### src/design/gfl_pkg.sv
// Shared types and constants for the growing free-list cell allocator.
`default_nettype none

package gfl_pkg;

    localparam int IDX_W  = 12;
    localparam int LIVE_W = 13;

    localparam int MAX_CELLS_DEF     = 4096;
    localparam int INITIAL_CELLS_DEF = 256;

    localparam logic CMD_ALLOC = 1'b0;
    localparam logic CMD_FREE  = 1'b1;

    typedef struct packed {
        logic [IDX_W-1:0]  granted_index;
        logic              out_of_memory;
        logic              bad_index;
        logic              pool_grew;
        logic [LIVE_W-1:0] live_cells;
    } t_result;

endpackage

`default_nettype wire

### src/design/gfl_out_stage.sv
// Result output register with a one-word skid slot behind it.
`default_nettype none

module gfl_out_stage (
    input  wire logic             i_clk,
    input  wire logic             i_rst_n,
    input  wire logic             i_push,
    input  gfl_pkg::t_result      i_word,
    output logic                  o_full,
    output logic                  o_valid,
    input  wire logic             i_ready,
    output gfl_pkg::t_result      o_word
);

    import gfl_pkg::*;

    logic    r_out_valid;
    logic    r_hold_valid;
    t_result r_out;
    t_result r_hold;
    logic    drain;

    assign drain   = r_out_valid && i_ready;
    assign o_full  = r_hold_valid;
    assign o_valid = r_out_valid;
    assign o_word  = r_out;

    always_ff @(posedge i_clk) begin
        if (!i_rst_n) begin
            r_out_valid  <= 1'b0;
            r_hold_valid <= 1'b0;
        end else if (r_hold_valid) begin
            // advance the held word once the output word is taken
            if (drain) begin
                r_out        <= r_hold;
                r_hold_valid <= 1'b0;
            end
        end else if (i_push) begin
            if (!r_out_valid || drain) begin
                r_out       <= i_word;
                r_out_valid <= 1'b1;
            end else begin
                r_hold       <= i_word;
                r_hold_valid <= 1'b1;
            end
        end else if (drain) begin
            r_out_valid <= 1'b0;
        end
    end

endmodule

`default_nettype wire

### config.mk
export PLATFORM = sky130hd
export DESIGN_NAME = gfl_out_stage
export DESIGN_NICKNAME = d
export VERILOG_FILES = /design/src/design/gfl_pkg.sv /design/src/design/gfl_out_stage.sv
export SDC_FILE = /design/constraint.sdc
export NUM_CORES = 1
export LEC_CHECK = 0
export BUFFER_PORTS_ARGS = -buffer_cell sky130_fd_sc_hd__buf_2
export CAP_MARGIN = 5
export CORE_ASPECT_RATIO = 1.1
export CORE_MARGIN = 1.5
export CORE_UTILIZATION = 54
export DETAILED_ROUTE_END_ITERATION = 10
export PLACE_DENSITY = 0.84
export SETUP_SLACK_MARGIN = 0.3
export SYNTH_ARGS = -nofsm -noshare
export SYNTH_HDL_FRONTEND = slang
export SYNTH_SLANG_ARGS = --single-unit
export TNS_END_PERCENT = 1
### constraint.sdc
create_clock -name i_clk -period 6.91 [get_ports i_clk]
set_clock_uncertainty 0.05 [all_clocks]
set_input_delay 0 -clock i_clk [delete_from_list [all_inputs] [get_ports i_clk]]
set_output_delay 0 -clock i_clk [all_outputs]
set_load 0.03 [all_outputs]
==> flow_summary.json <==
{
  "maxSlewViolCount": 0,
  "grt_pass1_vias": 1320,
  "dp.final_hpwl_um": 2550,
  "io_pins": 62,
  "clockBufferDepth": 2,
  "wl_per_cell_um": 15.6,
  "cts_made_buffers": 9,
  "p_leak_nw": 1.14,
  "nets": 235,
  "power_density_nw_per_um2": 259,
  "syn_area_per_cell_um2": 21.4,
  "p_total_mw": 0.779,
  "dp.cells": 211,
  "mappedNetlistArea_um2": 2140,
  "slowest_delay_ns": 0.67,
  "cp-start-kind": "register",
  "place_area_um2": 2520,
  "status": "finished, final reports clean",
  "crit_path_end_kind": "register",
  "routed_wl_um": 4040,
  "critPathRequiredTime_ns": 6.88,
  "globalplace.congestion": 0.724,
  "hold_slack_ns": 0.0742,
  "cp_max_fo": 17,
  "maxCapViolations": 0,
  "cts_htree_levels": 3,
  "crit_type": "register to register",
  "drive_gt1_share_pct": 50.5,
  "grt_use_total_pct": 20.2,
  "clk_latency_ns": 0.33,
  "path_buf_inv": 1,
  "post_cts_resized": 0,
  "arrival_ns": 2.22,
  "setup_viol": 0,
  "grt_max_degree": 21,
  "cpMaxStageDelayCell": "dfxtp_1",
  "tightestPinTransition_ns": 0.769,
  "ant_nets": 0,
  "area.growth.synth_to_final_pct": 40.4,
  "stdcell_area_um2": 3010,
  "via_per_inst": 4.89,
  "yosysSeqAreaShare_pct": 80.4,
  "io_buffers": 61,
  "drt_iter0_markers": 58,
  "synth_cell_types": 15,
  "synth_nets": 132,
  "fmax_mhz": 446,
  "ys_seq_elements": 58,
  "cts_root_buffer": "clkbuf_8",
  "num_rows": 23,
  "hp-class": "input pin to register",
  "cts_tree": "done",
  "fin_crit_sh_pct": 32.5,
  "first_pass_iters": 4,
  "grt_antenna_before_repair": 0,
  "die_height_um": 69.0,
  "dieArea_um2": 4350,
  "die_w_um": 63.0,
  "fin_cells": 258,
  "cts_sinks": 58,
  "max_slew_margin_pct": 48.6,
  "hold_violations": 0,
  "clkSlewWorstSetupHoldPaths_ns": 0.06,
  "yosysWarnings": 0,
  "fp.coreArea_um2": 3710,
  "rsz0062_at_grt": "false",
  "start_util_pct": 57.7,
  "vias": 1262,
  "diodes": 0,
  "dp_slack_ns": 4.64,
  "grt.overflow.total": 0,
  "syn_inst": 100,
  "ir_worst_vdd_v": 0.000193,
  "cp_top_family": "flip-flops",
  "post-route-util_pct": 81.0,
  "setup_tns_ns": 0,
  "setup_ws_ns": 4.67,
  "drc": 0,
  "fin_crit_ns": 2.24,
  "crit_chain": "mux2i_1 -> nor3_4 -> buf_4",
  "grt_pass1_wl_um": 6340
}
[routing by layer]
| layer | share of wire [%] | wire, um | track usage, % |
|---|---|---|---|
| met1 | 43 | 1720 | 24.3 |
| met5 | 0 | 0 | 0 |
| met2 | 49 | 1980 | 31.6 |
| met4 | 2.2 | 90 | 9.63 |
| met3 | 6.0 | 244 | 8.32 |
[Yosys cell counts]
cell,instances,area [um2]
nor3_2,1,10.0
buf_4,2,15.0
mux2_2,28,315
nor2b_1,2,12.5
a211oi_1,1,7.51
nand2_1,1,3.75
edfxtp_1,56,1680
nor3b_2,1,12.5
mux2i_1,1,10.0
o21ai_0,1,5.00
nand3b_1,1,7.51
buf_6,1,11.3
dfxtp_1,2,40.0
inv_1,1,3.75
a21oi_1,1,5.00
[state kept, by name, summed over array words and instances (netlist names)]
signal   flops
o_full       1
r_hold      28
o_word      28
o_valid      1
[area by class of cell]
type,instances,area [um2]
Sequential cell,58,1720
Fill cell,202,707
Timing Repair Buffer,95,638
Multi-Input combinational cell,38,402
Clock buffer,12,135
Tap cell,50,62.6
Clock inverter,4,42.5
Inverter,1,3.75
[what timing repair did]
| action | CTS | global route |
|---|---|---|
| endpoints found under the setup margin | 0 | 0 |
| hold buffers | 31 | 0 |
| hold endpoints to repair | 58 | 0 |
| buffers inserted | 0 | 0 |
[where the power goes]
group	internal, mW	leakage, nW	switching [mW]	total (mW)
logic	0.0398	0.522	0.0452	0.0849
clock network	0.164	0.0894	0.122	0.286
registers	0.402	0.530	0.00565	0.408
[placed cells by master (no fill, tap or decap)]
cell type and count:
buf_2 61, edfxtp_1 56, dlygate4sd3_1 31, mux2_2 28, clkbuf_8 9, clkbuf_1 3, buf_4 3, nor2b_1 2
clkinv_1 2, dfxtp_1 2, inv_1 1, mux2i_1 1, nor3_4 1, nand3b_1 1, nor3b_4 1, nand2_1 1
o21ai_0 1, a21oi_1 1, a211oi_1 1, bufinv_16 1, clkinv_2 1
[cells by family (layout without fill, tap and decap cells)]
logic type | after synthesis | after routing | share of synthesized area (%)
buffers and inverters | 4 | 112 | 1.40
and+or+nand+nor | 6 | 6 | 2.16
AOI/OAI and AO/OA | 3 | 3 | 0.818
muxes | 29 | 29 | 15.2
DFF | 58 | 58 | 80.4
[final timing paths]
| kind | cells past startpoint | slack [ns] | start | end |
|---|---|---|---|---|
| setup / recovery | 3 | 4.67 | o_full | o_word[11] |
| hold reg to reg | 1 | 0.50 | r_hold[1] | o_word[1] |
| hold / removal | 3 | 0.07 | i_push | o_valid |
| setup reg to reg | 3 | 4.67 | o_full | o_word[11] |
[worst reg2reg max path, stage by stage (launching register included)]
cell     delay (ns)
dfxtp_1        0.67
mux2i_1        0.21
nor3_4         0.67
buf_4          0.34
Power figures use the tool's default switching activity.
